File: src/f2iq_pkg.sv
package f2iq_pkg;

    localparam int unsigned C_NUM_CHAN = 4;
    localparam int unsigned C_LATENCY  = 6;

    localparam logic [63:0]        C_CHAN_RESET  = 64'h3F80_0000_0000_0000;
    localparam logic signed [7:0]  C_CLAMP_MIN_RESET = -8'sd128;
    localparam logic signed [7:0]  C_CLAMP_MAX_RESET = 8'sd127;
    localparam logic [31:0]        C_QNAN        = 32'h7FC0_0000;

    typedef enum logic [2:0] {
        REG_CHAN0,
        REG_CHAN1,
        REG_CHAN2,
        REG_CHAN3,
        REG_CLAMP_MIN,
        REG_CLAMP_MAX
    } t_reg_idx;

    typedef struct packed {
        logic [31:0] sample0;
        logic [31:0] sample1;
        logic [31:0] sample2;
        logic [31:0] sample3;
        logic        last_in;
    } t_in_beat;

    typedef struct packed {
        logic signed [7:0] code0;
        logic signed [7:0] code1;
        logic signed [7:0] code2;
        logic signed [7:0] code3;
        logic              last_out;
    } t_out_beat;

    function automatic logic [5:0] lzc48(input logic [47:0] v);
        logic [5:0] n;
        logic       hit;
        n   = 6'd48;
        hit = 1'b0;
        for (int i = 47; i >= 0; i--) begin
            if (v[i] && !hit) begin
                n   = 6'(47 - i);
                hit = 1'b1;
            end
        end
        return n;
    endfunction

endpackage

File: src/f2iq_fmul.sv
module f2iq_fmul
    import f2iq_pkg::*;
(
    input  logic        i_clk,
    input  logic        i_en,
    input  logic [31:0] i_a,
    input  logic [31:0] i_b,
    output logic [31:0] o_p
);

    logic [7:0]  ea_raw, eb_raw, ea, eb;
    logic [23:0] ma, mb;
    logic        a_nan, b_nan, a_inf, b_inf, a_zero, b_zero;

    logic [47:0]        r1_prod;
    logic signed [10:0] r1_exp;
    logic               r1_sign, r1_nan, r1_inf;

    logic [5:0]         n2_lz;
    logic [47:0]        r2_prod;
    logic [5:0]         r2_lz;
    logic signed [10:0] r2_exp;
    logic               r2_sign, r2_nan, r2_inf, r2_zero;

    logic signed [10:0] s3_shl;
    logic [10:0]        s3_rsh;
    logic [47:0]        s3_pn;
    logic               s3_st, s3_g;
    logic [23:0]        s3_mant;
    logic [7:0]         s3_eenc;
    logic [31:0]        s3_rnd;
    logic [31:0]        n_p;
    logic [31:0]        r_p;

    assign ea_raw = i_a[30:23];
    assign eb_raw = i_b[30:23];
    assign ma     = {|ea_raw, i_a[22:0]};
    assign mb     = {|eb_raw, i_b[22:0]};
    assign ea     = (ea_raw == 8'd0) ? 8'd1 : ea_raw;
    assign eb     = (eb_raw == 8'd0) ? 8'd1 : eb_raw;
    assign a_nan  = (ea_raw == 8'hFF) && (i_a[22:0] != 23'd0);
    assign b_nan  = (eb_raw == 8'hFF) && (i_b[22:0] != 23'd0);
    assign a_inf  = (ea_raw == 8'hFF) && (i_a[22:0] == 23'd0);
    assign b_inf  = (eb_raw == 8'hFF) && (i_b[22:0] == 23'd0);
    assign a_zero = (i_a[30:0] == 31'd0);
    assign b_zero = (i_b[30:0] == 31'd0);

    always_ff @(posedge i_clk) begin
        if (i_en) begin
            r1_prod <= ma * mb;
            r1_exp  <= $signed({3'b000, ea}) + $signed({3'b000, eb}) - 11'sd126;
            r1_sign <= i_a[31] ^ i_b[31];
            r1_nan  <= a_nan | b_nan | (a_inf & b_zero) | (b_inf & a_zero);
            r1_inf  <= a_inf | b_inf;
        end
    end

    assign n2_lz = lzc48(r1_prod);

    always_ff @(posedge i_clk) begin
        if (i_en) begin
            r2_prod <= r1_prod;
            r2_lz   <= n2_lz;
            r2_exp  <= r1_exp - $signed({5'b00000, n2_lz});
            r2_sign <= r1_sign;
            r2_nan  <= r1_nan;
            r2_inf  <= r1_inf;
            r2_zero <= (r1_prod == 48'd0);
        end
    end

    always_comb begin
        s3_st  = 1'b0;
        s3_rsh = 11'd0;
        if (r2_exp >= 11'sd1) begin
            s3_shl = $signed({5'b00000, r2_lz});
        end else begin
            s3_shl = $signed({5'b00000, r2_lz}) + r2_exp - 11'sd1;
        end
        if (s3_shl >= 11'sd0) begin
            s3_pn = r2_prod << s3_shl[5:0];
        end else begin
            s3_rsh = 11'(-s3_shl);
            if (s3_rsh >= 11'd48) begin
                s3_pn = 48'd0;
                s3_st = |r2_prod;
            end else begin
                s3_pn = r2_prod >> s3_rsh[5:0];
                s3_st = |(r2_prod & ~({48{1'b1}} << s3_rsh[5:0]));
            end
        end
        s3_st   = s3_st | (|s3_pn[22:0]);
        s3_g    = s3_pn[23];
        s3_mant = s3_pn[47:24];
        s3_eenc = (r2_exp >= 11'sd1) ? r2_exp[7:0] : 8'd0;
        s3_rnd  = {1'b0, s3_eenc, s3_mant[22:0]}
                + {31'd0, s3_g & (s3_st | s3_mant[0])};
        if (r2_nan) begin
            n_p = C_QNAN;
        end else if (r2_inf || (r2_exp >= 11'sd255)) begin
            n_p = {r2_sign, 8'hFF, 23'd0};
        end else if (r2_zero) begin
            n_p = {r2_sign, 31'd0};
        end else begin
            n_p = {r2_sign, s3_rnd[30:0]};
        end
    end

    always_ff @(posedge i_clk) begin
        if (i_en) begin
            r_p <= n_p;
        end
    end

    assign o_p = r_p;

endmodule

File: config.mk
export PLATFORM = sky130hd
export DESIGN_NAME = f2iq_fmul
export DESIGN_NICKNAME = d
export VERILOG_FILES = /design/src/f2iq_pkg.sv /design/src/f2iq_fmul.sv
export SDC_FILE = /design/constraint.sdc
export NUM_CORES = 2
export LEC_CHECK = 0
export ABC_AREA = 1
export BUFFER_PORTS_ARGS = -buffer_cell sky130_fd_sc_hd__buf_2
export CORE_UTILIZATION = 40
export CTS_BUF_LIST = sky130_fd_sc_hd__clkbuf_16
export DETAILED_ROUTE_END_ITERATION = 10
export GPL_ROUTABILITY_DRIVEN = 0
export GPL_TIMING_DRIVEN = 0
export PLACE_DENSITY = 0.62
export SETUP_SLACK_MARGIN = 0.4
export SYNTH_ARGS = -nofsm -noshare
export SYNTH_HDL_FRONTEND = slang
export SYNTH_SLANG_ARGS = --single-unit
File: constraint.sdc
create_clock -name i_clk -period 14 [get_ports i_clk]
set_input_delay 4.2 -clock i_clk [delete_from_list [all_inputs] [get_ports i_clk]]
set_output_delay 4.2 -clock i_clk [all_outputs]
set_load 0.02 [all_outputs]
==> impl_metrics.tcl <==
set metrics [dict create \
    cts.clk_slew.worst_paths_ps 80 \
    cts_setup_buffers 0 \
    synth-edff-count 162 \
    placementRows 106 \
    path_buf_inv 4 \
    h-tree-depth 4 \
    wire_per_inst_um 20.8 \
    grt_max_degree 99 \
    layout_setup_ws_ps 1100 \
    fin_cells 5812 \
    fp.dieH_um 292 \
    fin_crit_sh_pct 92.2 \
    syn_nets 5413 \
    route.vias.total 32100 \
    crit_slowest_cell "clkbuf_1" \
    synthFlopType "edfxtp_1" \
    cts_hold_buffers 0 \
    synth_seq_cells 162 \
    cts_made_buffers 17 \
    postRouteAntennaNets 0 \
    hold_class "register to register" \
    final-max-slew-violation-count 0 \
    synth_top_area_share_pct 28.8 \
    die-area_um2 85500 \
    antenna_found_initial 4 \
    synth_cells 4641 \
    worst_pin_slew_ps 1200 \
    clockBufferDepth 2 \
    insertion_delay_ps 460 \
    crit_family "adder cells" \
    worstSetupPathType "input port to register" \
    drc 1 \
    cts-root-buf "clkbuf_16" \
    async_flop_share_pct 0 \
    clock_sinks 162 \
    arrival_ps 13120 \
    max_cap_violations 0 \
    start_kind "input port" \
    rsz0062_at_grt "no" \
    fin_crit_ps 12900 \
    setup_violations 0 \
    path_max_fanout 10 \
    hold_viol 0 \
    nets 5490 \
    max_stage_delay_ps 800 \
    synth.distinct_cells 58 \
    viasPerCell 5.53 \
    cts_tree "yes" \
    yosys_warnings 0 \
    drt-initial-drc-count 3821 \
    die_x_um 292 \
    drt_wl_total_um 121000 \
    grt-ovfl-total 0 \
    start_util_pct 40.4 \
    worstPathRequired_ps 14210 \
    globalRouteTotalUtil_pct 28.3 \
    clock_skew_ps 20.0 \
    fin_setup_tns_ps 0 \
    ys_top_cells_by_area "fa_1 29%, edfxtp_1 14%, nand2_1 14%" \
    grt_pass1_vias 31600 \
    core-area_um2 83600 \
    avgSynthCellArea_um2 7.27 \
    numPortBuffers 57 \
    cp-end-kind "register" \
    pin_count 98 \
    synth_top_cell_by_area "fa_1" \
    ys_seq_area_share_pct 14.4 \
    syn_to_final_growth_pct 6.86 \
    syn_area_um2 33700 \
    first_pass_iters 11 \
    pre_cts_slack_ps 586 \
    fmax_mhz 77.5 \
    violations "design-rule violations" \
    relSlewSlack_pct 20.0 \
    status "finished with violations" \
    dp_hpwl_um 99900 \
    dp.cells 5779 \
    crit_path_frequent_cell "fa_1" \
    grt_pass1_wl_um 184000 \
    layout-drive-gt1-share_pct 4.02 \
    cts_resized 0 \
]
## layout make-up
type | count | area [um^2]
plain buffers | 239 | 988
diodes | 1 | 2.50
fillers | 8662 | 47500
repair buffers | 58 | 319
multi-input cells | 3291 | 24300
inverters | 949 | 3560
flip-flops and latches | 162 | 4860
clock buffers | 17 | 425
well taps | 1080 | 1350
clock inverters | 15 | 214
## worst register-to-register path, delay by kind of cell (launching register included)
family,cells,cell delay [ps]
buffers and inverters,7,1550
and+or+nand+nor,18,2540
DFF,1,470
adders and majority gates,4,1380
AOI/OAI and AO/OA,1,680
## per-layer routing
layer	vias up	GRT usage (%)	part of all wire [%]
li1	14500	-	-
met2	1994	45.3	44
met5	-	0	0.026
met1	15100	35.3	38
met3	493	6.01	11
met4	4	16.9	7.1
## cell usage after synthesis (41+ instances only)
cell type	count
nor2_1	221
inv_1	937
nand4_1	60
a21oi_1	104
edfxtp_1	162
nand3_1	624
xor2_1	41
o21ai_0	82
ha_1	221
fa_1	485
nand2_1	1248
clkbuf_1	175
## state kept, by name (all words and copies together) (netlist names), 6 cells and up
register  count
o_p          32
r1_exp       10
r2_exp       11
r2_lz         6
r1_prod      48
r2_prod      48
## worst paths after layout
check	startpoint	endpoint	slack (ps)	cells past startpoint
max	i_a[27]	r1_prod[47]$_DFFE_PP_	1100	26
min	r1_sign$_DFFE_PP_	r2_sign$_DFFE_PP_	420	0
max reg2reg	r2_exp[10]$_DFFE_PP_	o_p[28]$_SDFFCE_PP1P_	7150	30
min reg2reg	r1_sign$_DFFE_PP_	r2_sign$_DFFE_PP_	420	0
## cell usage in the layout (no fill, tap or decap), types with 5 or more instances in the layout
cell type,n
ha_1,221
fa_1,485
o21a_1,6
nand2_2,15
nand3_1,624
nand4_1,60
buf_4,10
nor3_1,22
edfxtp_1,162
nand3b_1,9
o211ai_1,11
o21bai_1,7
buf_1,21
a21boi_0,8
a31oi_1,12
nor2_1,221
buf_2,87
clkinv_8,7
a21oi_1,104
clkbuf_1,175
o21ai_0,82
inv_1,937
nand2_4,5
clkbuf_16,17
xor2_1,41
nor2_2,8
o21ai_2,10
nor4_1,22
inv_2,8
xnor2_1,25
nand2_1,1248
## kinds of logic after synthesis
| kind of cell | Yosys count | synth area share (%) |
|---|---|---|
| fa+ha+maj | 706 | 37.0 |
| compound gates | 263 | 4.51 |
| buf+inv | 1188 | 13.5 |
| simple gates | 2256 | 28.9 |
| flops | 162 | 14.4 |
| xor+xnor | 66 | 1.71 |
## per-stage QoR
stage          hold slack (ps)  util [%]  instance area [um^2]
6_report                   422      43.1                 36000
5_1_grt                    435      43.1                 36000
4_1_cts                    422      43.1                 36000
3_5_place_dp               405      42.4                 35400
3_3_place_gp               406      42.3                 35400
2_1_floorplan              400         -                 33700
Power is not shown: default switching activity piles up to over one toggle a cycle in this logic, so the estimate is an artifact.
