### src/f2iq_pkg.sv
package f2iq_pkg;

    localparam int unsigned C_NUM_CHAN = 4;
    localparam int unsigned C_LATENCY  = 6;

    localparam logic [63:0]        C_CHAN_RESET  = 64'h3F80_0000_0000_0000;
    localparam logic signed [7:0]  C_CLAMP_MIN_RESET = -8'sd128;
    localparam logic signed [7:0]  C_CLAMP_MAX_RESET = 8'sd127;
    localparam logic [31:0]        C_QNAN        = 32'h7FC0_0000;

    typedef enum logic [2:0] {
        REG_CHAN0,
        REG_CHAN1,
        REG_CHAN2,
        REG_CHAN3,
        REG_CLAMP_MIN,
        REG_CLAMP_MAX
    } t_reg_idx;

    typedef struct packed {
        logic [31:0] sample0;
        logic [31:0] sample1;
        logic [31:0] sample2;
        logic [31:0] sample3;
        logic        last_in;
    } t_in_beat;

    typedef struct packed {
        logic signed [7:0] code0;
        logic signed [7:0] code1;
        logic signed [7:0] code2;
        logic signed [7:0] code3;
        logic              last_out;
    } t_out_beat;

    function automatic logic [5:0] lzc48(input logic [47:0] v);
        logic [5:0] n;
        logic       hit;
        n   = 6'd48;
        hit = 1'b0;
        for (int i = 47; i >= 0; i--) begin
            if (v[i] && !hit) begin
                n   = 6'(47 - i);
                hit = 1'b1;
            end
        end
        return n;
    endfunction

endpackage

### src/f2iq_fadd.sv
module f2iq_fadd
    import f2iq_pkg::*;
(
    input  logic        i_clk,
    input  logic        i_en,
    input  logic [31:0] i_a,
    input  logic [31:0] i_b,
    output logic [31:0] o_s
);

    logic        a_nan, b_nan, a_inf, b_inf, swap;
    logic [31:0] x, y;
    logic [7:0]  xe, ye, d;
    logic [23:0] xm, ym;
    logic [26:0] ym27, yv;
    logic        yst;
    logic [27:0] n_sum;

    logic [27:0] r_sum;
    logic [7:0]  r_exp;
    logic        r_sign, r_nan, r_inf, r_inf_sign;

    logic [5:0]  b_lz;
    logic [7:0]  b_lim, b_sh;
    logic [26:0] b_m;
    logic [8:0]  b_e;
    logic [7:0]  b_eenc;
    logic [31:0] b_rnd;
    logic [31:0] n_s;
    logic [31:0] r_s;

    assign a_nan = (i_a[30:23] == 8'hFF) && (i_a[22:0] != 23'd0);
    assign b_nan = (i_b[30:23] == 8'hFF) && (i_b[22:0] != 23'd0);
    assign a_inf = (i_a[30:23] == 8'hFF) && (i_a[22:0] == 23'd0);
    assign b_inf = (i_b[30:23] == 8'hFF) && (i_b[22:0] == 23'd0);
    assign swap  = (i_a[30:0] < i_b[30:0]);
    assign x     = swap ? i_b : i_a;
    assign y     = swap ? i_a : i_b;
    assign xe    = (x[30:23] == 8'd0) ? 8'd1 : x[30:23];
    assign ye    = (y[30:23] == 8'd0) ? 8'd1 : y[30:23];
    assign xm    = {|x[30:23], x[22:0]};
    assign ym    = {|y[30:23], y[22:0]};
    assign d     = xe - ye;
    assign ym27  = {ym, 3'b000};

    always_comb begin
        if (d >= 8'd27) begin
            yv  = 27'd0;
            yst = |ym;
        end else begin
            yv  = ym27 >> d[4:0];
            yst = |(ym27 & ~({27{1'b1}} << d[4:0]));
        end
        yv[0] = yv[0] | yst;
        if (x[31] != y[31]) begin
            n_sum = {1'b0, xm, 3'b000} - {1'b0, yv};
        end else begin
            n_sum = {1'b0, xm, 3'b000} + {1'b0, yv};
        end
    end

    always_ff @(posedge i_clk) begin
        if (i_en) begin
            r_sum      <= n_sum;
            r_exp      <= xe;
            r_sign     <= x[31];
            r_nan      <= a_nan | b_nan | (a_inf & b_inf & (i_a[31] != i_b[31]));
            r_inf      <= a_inf | b_inf;
            r_inf_sign <= a_inf ? i_a[31] : i_b[31];
        end
    end

    always_comb begin
        b_lz  = lzc48({r_sum[26:0], 21'd0});
        b_lim = r_exp - 8'd1;
        b_sh  = 8'd0;
        if (r_sum[27]) begin
            b_m = r_sum[27:1] | {26'd0, r_sum[0]};
            b_e = {1'b0, r_exp} + 9'd1;
        end else begin
            b_sh = ({2'b00, b_lz} < b_lim) ? {2'b00, b_lz} : b_lim;
            b_m  = r_sum[26:0] << b_sh;
            b_e  = {1'b0, r_exp} - {1'b0, b_sh};
        end
        b_eenc = b_m[26] ? b_e[7:0] : 8'd0;
        b_rnd  = {1'b0, b_eenc, b_m[25:3]}
               + {31'd0, b_m[2] & (b_m[1] | b_m[0] | b_m[3])};
        if (r_nan) begin
            n_s = C_QNAN;
        end else if (r_inf) begin
            n_s = {r_inf_sign, 8'hFF, 23'd0};
        end else if (r_sum == 28'd0) begin
            n_s = 32'd0;
        end else if (b_m[26] && (b_e >= 9'd255)) begin
            n_s = {r_sign, 8'hFF, 23'd0};
        end else begin
            n_s = {r_sign, b_rnd[30:0]};
        end
    end

    always_ff @(posedge i_clk) begin
        if (i_en) begin
            r_s <= n_s;
        end
    end

    assign o_s = r_s;

endmodule

### config.mk
export PLATFORM = sky130hd
export DESIGN_NAME = f2iq_fadd
export DESIGN_NICKNAME = d
export VERILOG_FILES = /design/src/f2iq_pkg.sv /design/src/f2iq_fadd.sv
export SDC_FILE = /design/constraint.sdc
export NUM_CORES = 1
export LEC_CHECK = 0
export BUFFER_PORTS_ARGS = -buffer_cell sky130_fd_sc_hd__buf_2
export CELL_PAD_IN_SITES_DETAIL_PLACEMENT = 0
export CELL_PAD_IN_SITES_GLOBAL_PLACEMENT = 1
export CORE_MARGIN = 1
export CORE_UTILIZATION = 47
export CTS_CLUSTER_SIZE = 24
export DETAILED_ROUTE_END_ITERATION = 7
export GPL_TIMING_DRIVEN = 0
export PLACE_DENSITY = 0.87
export SYNTH_ARGS = -nofsm -noshare
export SYNTH_HDL_FRONTEND = slang
export SYNTH_SLANG_ARGS = --single-unit
### constraint.sdc
create_clock -name i_clk -period 15 [get_ports i_clk]
set_clock_uncertainty 0.2 [all_clocks]
set_input_delay 1.5 -clock i_clk [delete_from_list [all_inputs] [get_ports i_clk]]
set_output_delay 1.5 -clock i_clk [all_outputs]
set_load 0.02 [all_outputs]
==> results.txt <==
Hold Buf Count CTS: 0
Placed Cells: 2159
final hold vios: 0
post-synthesis mux area share: 14.42%
FF+latch area: 2162 sq um
global-route usage over all layers: 37.24%
FFs w/ async S/R, synth: 0%
vias in the first global route: 13.69k
Multi-input gate area: 10320 sq um
CP max stage cell: clkbuf_1
Slew HR: 9.858%
clk_lat worst skew: 360 ps
CP startpoint kind: primary input
synth warn: 0
Tightest Pin Transition: 1342 ps
Worst R2R Start: r_sum[25]
reg2reg end: o_s[20]
HP Start: r_inf_sign
Synth Register Bits: 72
largest family of logic cells by synthesized area: compound AO/OA/AOI/OAI gates
Slew Viols, Final: 0
FILL cells: 2693
Combinational Power Share: 73.4%
Die Wd: 170.3 um
RSZ-0062 raised after global routing: no
Reg power frac: 16.0%
R2R setup slack: 6240 ps
synthesized netlist cell count: 1686
Final TNS setup: 0 ps
Detail Placement HPWL: 43100 um
initial antenna violation count: 0
Tcrit/Tclk final: 95.24%
largest net degree at the start of global routing: 73
Critical Path AT: 14190 ps
compound-cell area share of the yosys netlist: 25.51%
area of the die: 29000 sq um
Starting Density: 47.78%
core area: 27860 sq um
Max stage delay on crit path: 710 ps
Detail Route Antenna Nets: 0
CP max FO: 10
GP Congestion: 1.001
Sw Pwr: 0.001113 W
Vias/cell: 6.629
Sink Count: 72
LEAKAGE: 5.885 nW
Worst EP required: 14910 ps
post-layout net count: 1963
fraction of layout cells with a size suffix above 1: 14.97%
register area share after synthesis: 16.24%
I/O Pins: 98
postcts setup bufs: 0
Rows: 61
Area Overhead vs Synth: 9.399%
Post-Syn Area: 13310 sq um
first-pass GRT wire length: 81780 um
drt total wl: 53580 um
switching share of power: 54.30%
Die H: 170.3 um
Cell Area, Placed: 14260 sq um
worst hold margin: 384.5 ps
WL/cell: 24.64 um
H-tree Lvls: 3
fin area: 14560 sq um
IO Port Bufs: 95
CTS root buf: clkbuf_16
fmax: 70.00 MHz
CTS Buffer Depth: 2
Avg Cell Area, Syn: 7.895 sq um
routed vias: 14.42k
Post-CTS Resized: 1
# diodes: 0
Worst Hold End: o_s[31]
post-synth net total: 1857
worst vdd ir: 77.23 uV
Distinct cells, synth: 110
Critical Path Sink Type: register
outcome: finished clean
Clock Power Share: 10.6%
Final Setup Violations: 0
PwrDens: 140.8 nW/um^2
fin cells: 2175
Post-Synth XOR/XNOR Area: 4.737%
number of enable flip-flop cells after synthesis: 72
MaxCap Viol Count: 0
simple logic cell fraction of the synthesized area: 22.71%
type of the worst min-delay path: register to register
starting DRC count in detailed routing: 1457
fin crit period: 14290 ps
CTS tree: yes
DRC: 0
hold path depth: 2
CP Class: primary input to register
Crit path top cell by count: o21ai_0
total CTS buffers: 9
post-layout util: 52.27%
GRT overflow: 0
internal power: 0.0009370 W
FF-to-FF path depth: 32
Post-Synth Adder-Cell Area: 10.11%
Most used DFF post-synth: edfxtp_1
drt first pass iters: 6
clock transition at the registers of the reported paths: 60 ps
-- per-stage QoR --
| stage | setup WS, ps | power [W] |
|---|---|---|
| final | 713.4 | 0.002050 |
| after global routing | 89.84 | 0.002172 |
| after CTS | 49.25 | 0.002015 |
| after detailed placement | -294.0 | 0.001790 |
| after global placement | -266.3 | 0.001787 |
| after floorplan | 3358 | 0.001359 |
-- layout make-up --
class                   instances  area share, %
multi-input cells            1413          70.90
flip-flops and latches         72          14.85
repair buffers                 95          3.282
well taps                     378          3.248
plain buffers                  95          3.033
inverters                     106          2.732
clock buffers                   9          1.547
clock inverters                 7         0.4124
-- worst max-delay path, delay by kind of cell --
family          cells  cell delay (ps)
mux                 2              980
buf+inv            11             4790
compound gates     18             4030
fa+ha+maj           3              940
simple gates       11             1750
xor+xnor            1              150
-- cell usage after synthesis, drive strengths merged, types with 15 or more instances --
cell | count | area share, %
a211oi | 31 | 1.9
a21o | 16 | 0.90
a21oi | 132 | 5.0
a31oi | 18 | 0.96
and2 | 17 | 0.82
and3 | 16 | 0.75
buf | 37 | 1.6
clkbuf | 58 | 1.6
edfxtp | 72 | 16
ha | 102 | 9.6
inv | 105 | 3.0
mux2 | 49 | 4.1
mux2i | 62 | 4.7
mux4 | 33 | 5.6
nand2 | 136 | 3.9
nand2b | 24 | 1.1
nand3 | 63 | 2.4
nand4 | 24 | 1.1
nor2 | 157 | 4.5
nor3 | 57 | 2.2
nor4 | 30 | 1.6
o211ai | 26 | 1.5
o21ai | 98 | 3.7
o21bai | 15 | 0.85
xnor2 | 53 | 3.5
xor2 | 19 | 1.3
-- cell families after synthesis --
logic type	count (synthesis)
compound gates	493
xor+xnor	72
fa+ha+maj	106
buf+inv	201
flops	72
mux	144
simple gates	598
-- state kept, by name (all words and copies together) (netlist names) --
name        count
r_sign          1
r_nan           1
r_exp           8
r_inf_sign      1
r_inf           1
o_s            32
r_sum          28
-- metal layers --
metal / track usage (%) / wire, um
met1: 44.86 / 21110
met2: 65.47 / 25910
met3: 3.651 / 3731
met4: 19.35 / 2838
met5: 0 / 0
-- how the worst max path moves through the flow --
stage,slack (ps),start,endpoint
after floorplan,3360,i_b[14],r_sum[26]
after global placement,-270,i_b[14],r_sum[26]
after detailed placement,-290,i_b[13],r_sum[26]
after CTS,50,i_b[14],r_sum[26]
after global routing,90,i_b[14],r_sum[26]
final,710,i_b[14],r_sum[26]
-- power by group through the flow --
| stage | sequential, W | combinational, W | clock (W) |
|---|---|---|---|
| 6_report | 0.000329 | 0.00150 | 0.000217 |
| 5_1_grt | 0.000333 | 0.00162 | 0.000223 |
| 4_1_cts | 0.000326 | 0.00147 | 0.000219 |
| 3_5_place_dp | 0.000330 | 0.00146 | 0 |
| 3_3_place_gp | 0.000331 | 0.00146 | 0 |
| 2_1_floorplan | 0.000323 | 0.00104 | 0 |
-- cell usage in the layout, fill, tap and decap left out, drive strengths merged, types with 26 or more instances in the layout --
| cell type | n |
|---|---|
| a211oi | 31 |
| a21oi | 132 |
| buf | 129 |
| clkbuf | 70 |
| edfxtp | 72 |
| ha | 102 |
| inv | 109 |
| mux2 | 49 |
| mux2i | 62 |
| mux4 | 33 |
| nand2 | 136 |
| nand3 | 63 |
| nor2 | 157 |
| nor3 | 57 |
| nor4 | 30 |
| o211ai | 26 |
| o21ai | 98 |
| xnor2 | 53 |
(Power assumes the default switching activity.)
