==> src/f2iq_pkg.sv <==
package f2iq_pkg;

    localparam int unsigned C_NUM_CHAN = 4;
    localparam int unsigned C_LATENCY  = 6;

    localparam logic [63:0]        C_CHAN_RESET  = 64'h3F80_0000_0000_0000;
    localparam logic signed [7:0]  C_CLAMP_MIN_RESET = -8'sd128;
    localparam logic signed [7:0]  C_CLAMP_MAX_RESET = 8'sd127;
    localparam logic [31:0]        C_QNAN        = 32'h7FC0_0000;

    typedef enum logic [2:0] {
        REG_CHAN0,
        REG_CHAN1,
        REG_CHAN2,
        REG_CHAN3,
        REG_CLAMP_MIN,
        REG_CLAMP_MAX
    } t_reg_idx;

    typedef struct packed {
        logic [31:0] sample0;
        logic [31:0] sample1;
        logic [31:0] sample2;
        logic [31:0] sample3;
        logic        last_in;
    } t_in_beat;

    typedef struct packed {
        logic signed [7:0] code0;
        logic signed [7:0] code1;
        logic signed [7:0] code2;
        logic signed [7:0] code3;
        logic              last_out;
    } t_out_beat;

    function automatic logic [5:0] lzc48(input logic [47:0] v);
        logic [5:0] n;
        logic       hit;
        n   = 6'd48;
        hit = 1'b0;
        for (int i = 47; i >= 0; i--) begin
            if (v[i] && !hit) begin
                n   = 6'(47 - i);
                hit = 1'b1;
            end
        end
        return n;
    endfunction

endpackage

==> src/f2iq_cvt.sv <==
module f2iq_cvt
    import f2iq_pkg::*;
(
    input  logic              i_clk,
    input  logic              i_en,
    input  logic [31:0]       i_f,
    input  logic signed [7:0] i_lo,
    input  logic signed [7:0] i_hi,
    output logic signed [7:0] o_q
);

    logic [7:0]        e, eu, sh;
    logic [23:0]       m, ip, tmp;
    logic              g, st, nan;
    logic [8:0]        mag;
    logic signed [9:0] val, lo10, hi10, q;
    logic signed [7:0] r_q;

    assign e    = i_f[30:23];
    assign m    = {|e, i_f[22:0]};
    assign eu   = (e == 8'd0) ? 8'd1 : e;
    assign nan  = (e == 8'hFF) && (i_f[22:0] != 23'd0);
    assign lo10 = $signed({{2{i_lo[7]}}, i_lo});
    assign hi10 = $signed({{2{i_hi[7]}}, i_hi});

    always_comb begin
        sh  = 8'd0;
        ip  = 24'd0;
        tmp = 24'd0;
        g   = 1'b0;
        st  = 1'b0;
        if (eu >= 8'd135) begin
            mag = 9'd256;
        end else begin
            sh = 8'd150 - eu;
            if (sh >= 8'd26) begin
                mag = 9'd0;
            end else begin
                ip  = m >> sh;
                tmp = m >> (sh - 8'd1);
                g   = tmp[0];
                st  = |(m & ~({24{1'b1}} << (sh - 8'd1)));
                mag = {1'b0, ip[7:0]} + {8'd0, g & (st | ip[0])};
            end
        end
        val = i_f[31] ? -$signed({1'b0, mag}) : $signed({1'b0, mag});
        q   = (nan || (val < lo10)) ? lo10 : val;
        if (q > hi10) begin
            q = hi10;
        end
    end

    always_ff @(posedge i_clk) begin
        if (i_en) begin
            r_q <= q[7:0];
        end
    end

    assign o_q = r_q;

endmodule

==> config.mk <==
export PLATFORM = sky130hd
export DESIGN_NAME = f2iq_cvt
export DESIGN_NICKNAME = d
export VERILOG_FILES = /design/src/f2iq_pkg.sv /design/src/f2iq_cvt.sv
export SDC_FILE = /design/constraint.sdc
export NUM_CORES = 1
export LEC_CHECK = 0
export BUFFER_PORTS_ARGS = -buffer_cell sky130_fd_sc_hd__buf_2
export CAP_MARGIN = 25
export CORE_ASPECT_RATIO = 1.5
export CORE_MARGIN = 10
export CORE_UTILIZATION = 35
export CTS_BUF_LIST = sky130_fd_sc_hd__clkbuf_8
export DETAILED_ROUTE_END_ITERATION = 8
export PLACE_DENSITY = 0.59
export SYNTH_ARGS = -nofsm -noshare
export SYNTH_HDL_FRONTEND = slang
export SYNTH_SLANG_ARGS = --single-unit
==> constraint.sdc <==
create_clock -name i_clk -period 10.6 [get_ports i_clk]
set_input_delay 0.53 -clock i_clk [delete_from_list [all_inputs] [get_ports i_clk]]
set_output_delay 0.53 -clock i_clk [all_outputs]
set_load 0.1 [all_outputs]
==> results of run 1 <==
-- final timing paths --
check,start,end
worst min-delay path,i_hi[6],o_q[6]
worst max-delay path,i_f[24],o_q[4]
-- power by group through the flow --
stage                     logic [mW]  registers (mW)  clock network (mW)
after floorplan                0.163          0.0832                   0
after global placement         0.271          0.0440                   0
after detailed placement       0.272          0.0440                   0
after CTS                      0.274          0.0436              0.0379
after global routing           0.297          0.0440              0.0396
final                          0.278          0.0435              0.0381
-- routing by layer --
| metal | track usage | part of all wire | vias to the layer above |
|---|---|---|---|
| met3 | 0.0229 | 0.062 | 87 |
| met4 | 0.139 | 0.075 | 0 |
| met2 | 0.363 | 0.51 | 256 |
| li1 | - | - | 2289 |
| met1 | 0.211 | 0.36 | 2353 |
| met5 | 0 | 0 | - |
-- cell usage after synthesis (all sizes together) (6+ instances only) --
master	instances	share of area
a211oi	23	0.043
a21o	13	0.025
a21oi	32	0.039
a31oi	11	0.018
a32oi	7	0.014
and2	8	0.012
buf	32	0.052
clkbuf	8	0.0071
edfxtp	8	0.057
ha	22	0.065
inv	30	0.027
mux2	18	0.048
mux2i	29	0.069
nand2	40	0.035
nand2b	12	0.018
nand3	15	0.019
nand4	10	0.018
nor2	48	0.043
nor2b	11	0.016
nor3	10	0.013
nor4	12	0.023
o211ai	7	0.012
o21ai	31	0.037
o22ai	8	0.012
o32ai	6	0.019
or2	6	0.0089
xnor2	11	0.023
xor2	6	0.012
-- through the flow --
stage / setup slack (ns) / cell area, um^2
2_1_floorplan: 2.35 / 4240
3_3_place_gp: 1.04 / 4560
3_5_place_dp: 0.961 / 4560
4_1_cts: 1.15 / 4600
5_1_grt: 0.378 / 4600
6_report: 1.09 / 4600
-- kinds of logic after synthesis --
kind of cell / count (synthesis) / synth area share
AND/OR/NAND/NOR: 196 / 0.255
AO/OA/AOI/OAI: 202 / 0.363
multiplexers: 51 / 0.138
XOR/XNOR: 17 / 0.0351
buffers and inverters: 72 / 0.0870
flip-flops: 8 / 0.0567
adder cells (fa/ha/maj): 22 / 0.0649
-- final cells by class --
type,instances,area share
flip-flops and latches,8,0.0523
clock buffers,3,0.00898
repair buffers,67,0.0811
multi-input cells,488,0.790
inverters,32,0.0261
well taps,153,0.0416
==> flow_summary.yaml, run 1 <==
floorplanning:
  die_area_mm2: 0.0170
  start_util: 0.355
  fp.dieW_um: 110
  rows: 49
  die_h_um: 155
  ios: 58
  core_region_area_mm2: 0.0120
detailed_routing:
  vias: 4985
  routed_via_density: 6.64
  drt_pass1_iterations: 5
  route.detailed.drc: 0
  wl_per_cell_um: 23.6
  ant_nets: 0
  route.final.wire_length_um: 17800
  drtIter0Drc: 494
power:
  p_int_mw: 0.160
  powerDensity_mw_per_mm2: 78.3
  power_mw: 0.360
  swShare: 0.556
  p_clk_frac: 0.106
  ir_drop_mv: 0.0376
  p_leak_nw: 1.84
  netSwitchingPower_mw: 0.200
  pwr-share-seq: 0.121
  p_comb_frac: 0.773
finish:
  final_nets: 672
  multiInputGateArea_mm2: 0.00363
  final_util: 0.385
  seqCellArea_um2: 240
  final_cells: 751
  antenna-diode-count: 0
  syn_to_final_growth_pct: 8.41
  drive_gt1_frac: 0.204
  mostFrequentLayoutCell: "buf_2"
  fill_cells: 1297
  largest_reg_flops: 8
  layout_common_cells: "buf_2 (57), nor2_1 (47), nand2_1 (40)"
timing:
  relSlewSlack: 0.305
  timing.final.crit_period_ns: 9.51
  tns_ns: 0
  rsz0062_at_grt: "no"
  fin_hold_ws_ns: 0.610
  min_period_over_period: 0.898
  finalSetupViolCount: 0
  finalMaxSlewViolations: 0
  finalHoldViolCount: 0
  tightest_slew_ns: 1.03
  max_freq_mhz: 105
min_path:
  min_path_cells: 2
  min_path_type: "input port to flop"
setup_path:
  worst-path-stages: 36
  cp_slowest_cell: "o311ai_0"
  slowest_delay_ns: 0.86
  crit_buf_inv: 4
  cp.arrival_ns: 9.50
  crit_path_end_kind: "flop"
  crit_family: "compound AO/OA/AOI/OAI gates"
  crit_type: "input port to flop"
  critPathRequiredTime_ns: 10.58
  cp_max_fo: 22
  startpoint_type: "input port"
clock_network:
  clock-sinks: 8
  ctsResizeCount: 0
  holdBufCountCts: 0
  cts_buffers: 3
  cts_root_buf: "clkbuf_8"
  cts.clk_slew.worst_paths_ns: 0.04
  clock_path_buffers: 2
  cts_tree: "built"
  postCtsSetupRepairBufs: 0
  h-tree-depth: 1
synth:
  synth-async-reset-ratio: 0
  syn-cell-area_mm2: 0.00424
  yosys_warnings: 0
  avgSynthCellArea_um2: 7.47
  syn_nets: 640
  synth_cell_types: 99
  ys_seq_area_frac: 0.0567
  ys_ff_latch: 8
  syn_inst: 568
  synthFlopType: "edfxtp_1"
  synth_edf_count: 8
run:
  max-cap-violations: 0
placed_design:
  port_buffers: 57
  gp_congestion: 0.994
  hpwl_um: 14000
  dpl.cell_count: 748
global_routing:
  grt_max_degree: 49
  antenna_found_initial: 0
  grt_overflow: 0
  grt.total_usage: 0.203
  first_global_vias: 5069
  grt_pass1_wl_um: 27600
outcome:
  status: "completed"
(Power assumes the default switching activity.)
==> run 2, diff against run 1 <==
--- a/config.mk
+++ b/config.mk
@@ -12,7 +12,7 @@
 export CORE_UTILIZATION = 35
 export CTS_BUF_LIST = sky130_fd_sc_hd__clkbuf_8
 export DETAILED_ROUTE_END_ITERATION = 8
-export PLACE_DENSITY = 0.59
 export SYNTH_ARGS = -nofsm -noshare
 export SYNTH_HDL_FRONTEND = slang
 export SYNTH_SLANG_ARGS = --single-unit
+export TNS_END_PERCENT = 5
==> flow_summary.yaml, run 2 (same netlist as run 1, synthesis figures left out) <==
outcome:
  status: "completed"
timing:
  tns_ns: 0
  timing.final.crit_period_ns: 9.87
  rsz0062_at_grt: "no"
  setup_slack_ns: 0.728
  finalSetupViolCount: 0
  tightest_slew_ns: 0.954
  relSlewSlack: 0.361
  finalHoldViolCount: 0
  max_freq_mhz: 101
  finalMaxSlewViolations: 0
  min_period_over_period: 0.931
clock_network:
  holdBufCountCts: 0
  cts.clk_slew.worst_paths_ns: 0.04
  cts_buffers: 3
  postCtsSetupRepairBufs: 0
  h-tree-depth: 1
  cts_tree: "built"
  cts_root_buf: "clkbuf_8"
  clock-sinks: 8
  ctsResizeCount: 0
  clock_path_buffers: 2
global_routing:
  grt_pass1_wl_um: 27500
  antenna_found_initial: 0
  first_global_vias: 5031
  grt_max_degree: 49
  grt.total_usage: 0.201
  grt_overflow: 0
placed_design:
  pre_cts_slack_ns: 0.686
  post_dp_cell_area_mm2: 0.00455
  port_buffers: 57
  gp_congestion: 1.00
  hpwl_um: 13900
finish:
  largest_reg_flops: 8
  mostFrequentLayoutCell: "buf_2"
  fill_cells: 1284
  antenna-diode-count: 0
  multiInputGateArea_mm2: 0.00363
  drive_gt1_frac: 0.205
  seqCellArea_um2: 240
  layout_common_cells: "buf_2 (57), nor2_1 (47), nand2_1 (40)"
  final_area_mm2: 0.00459
  syn_to_final_growth_pct: 8.29
  final_nets: 673
setup_path:
  crit_type: "input port to flop"
  startpoint_type: "input port"
  cp.arrival_ns: 9.86
  crit_path_end_kind: "flop"
  slowest_delay_ns: 0.78
  cp_max_fo: 31
  cp_slowest_cell: "a31oi_1"
  critPathRequiredTime_ns: 10.58
  crit_top_cell: "ha_1"
floorplanning:
  die_h_um: 155
  die_area_mm2: 0.0170
  start_util: 0.355
  fp.dieW_um: 110
  core_region_area_mm2: 0.0120
  ios: 58
  rows: 49
detailed_routing:
  routed_via_density: 6.54
  route.final.wire_length_um: 17600
  ant_nets: 0
  route.detailed.drc: 0
  drt_pass1_iterations: 5
  wl_per_cell_um: 23.4
  drtIter0Drc: 496
  vias: 4919
min_path:
  min_path_type: "input port to flop"
run:
  max-cap-violations: 0
power:
  power_mw: 0.359
  powerDensity_mw_per_mm2: 78.2
  p_leak_nw: 1.84
  ir_drop_mv: 0.0481
-- run 2: area by class of cell --
cell class,count,share of cell area
multi-input cells,488,0.791
repair buffers,68,0.0801
flip-flops and latches,8,0.0523
well taps,153,0.0417
inverters,32,0.0262
clock buffers,3,0.00899
-- run 2: per-stage QoR --
stage,util,hold WS (ns),cells
after detailed placement,0.381,0.844,749
final,0.384,0.608,752
after global routing,0.384,0.620,752
after floorplan,-,0.642,568
after global placement,0.381,0.834,749
after CTS,0.384,0.602,752
-- run 2: worst paths after layout --
path,start,endpoint,slack [ns],depth (start not counted)
setup / recovery,i_f[24],o_q[4],0.73,37
hold / removal,i_hi[5],o_q[5],0.61,2
-- run 2: per-layer routing --
layer  vias to the layer above  share of wire  GRT usage
li1                       2278              -          -
met1                      2342           0.37      0.216
met2                       232           0.52      0.369
met3                        67          0.045     0.0158
met4                         0          0.061      0.109
met5                         -              0          0
-- run 2: power by group --
| part | internal (mW) | switching [mW] | total (mW) |
|---|---|---|---|
| Sequential | 0.0424 | 0.00132 | 0.0437 |
| Combinational | 0.0920 | 0.185 | 0.277 |
| Clock | 0.0247 | 0.0137 | 0.0384 |
-- run 2: worst max-delay path: cells and delay by family --
kind                       cells  cell delay (ns)
AOI/OAI and AO/OA             17             3.94
and+or+nand+nor                9             2.11
adders and majority gates      4             1.40
muxes                          3             1.02
buffers and inverters          4             0.87
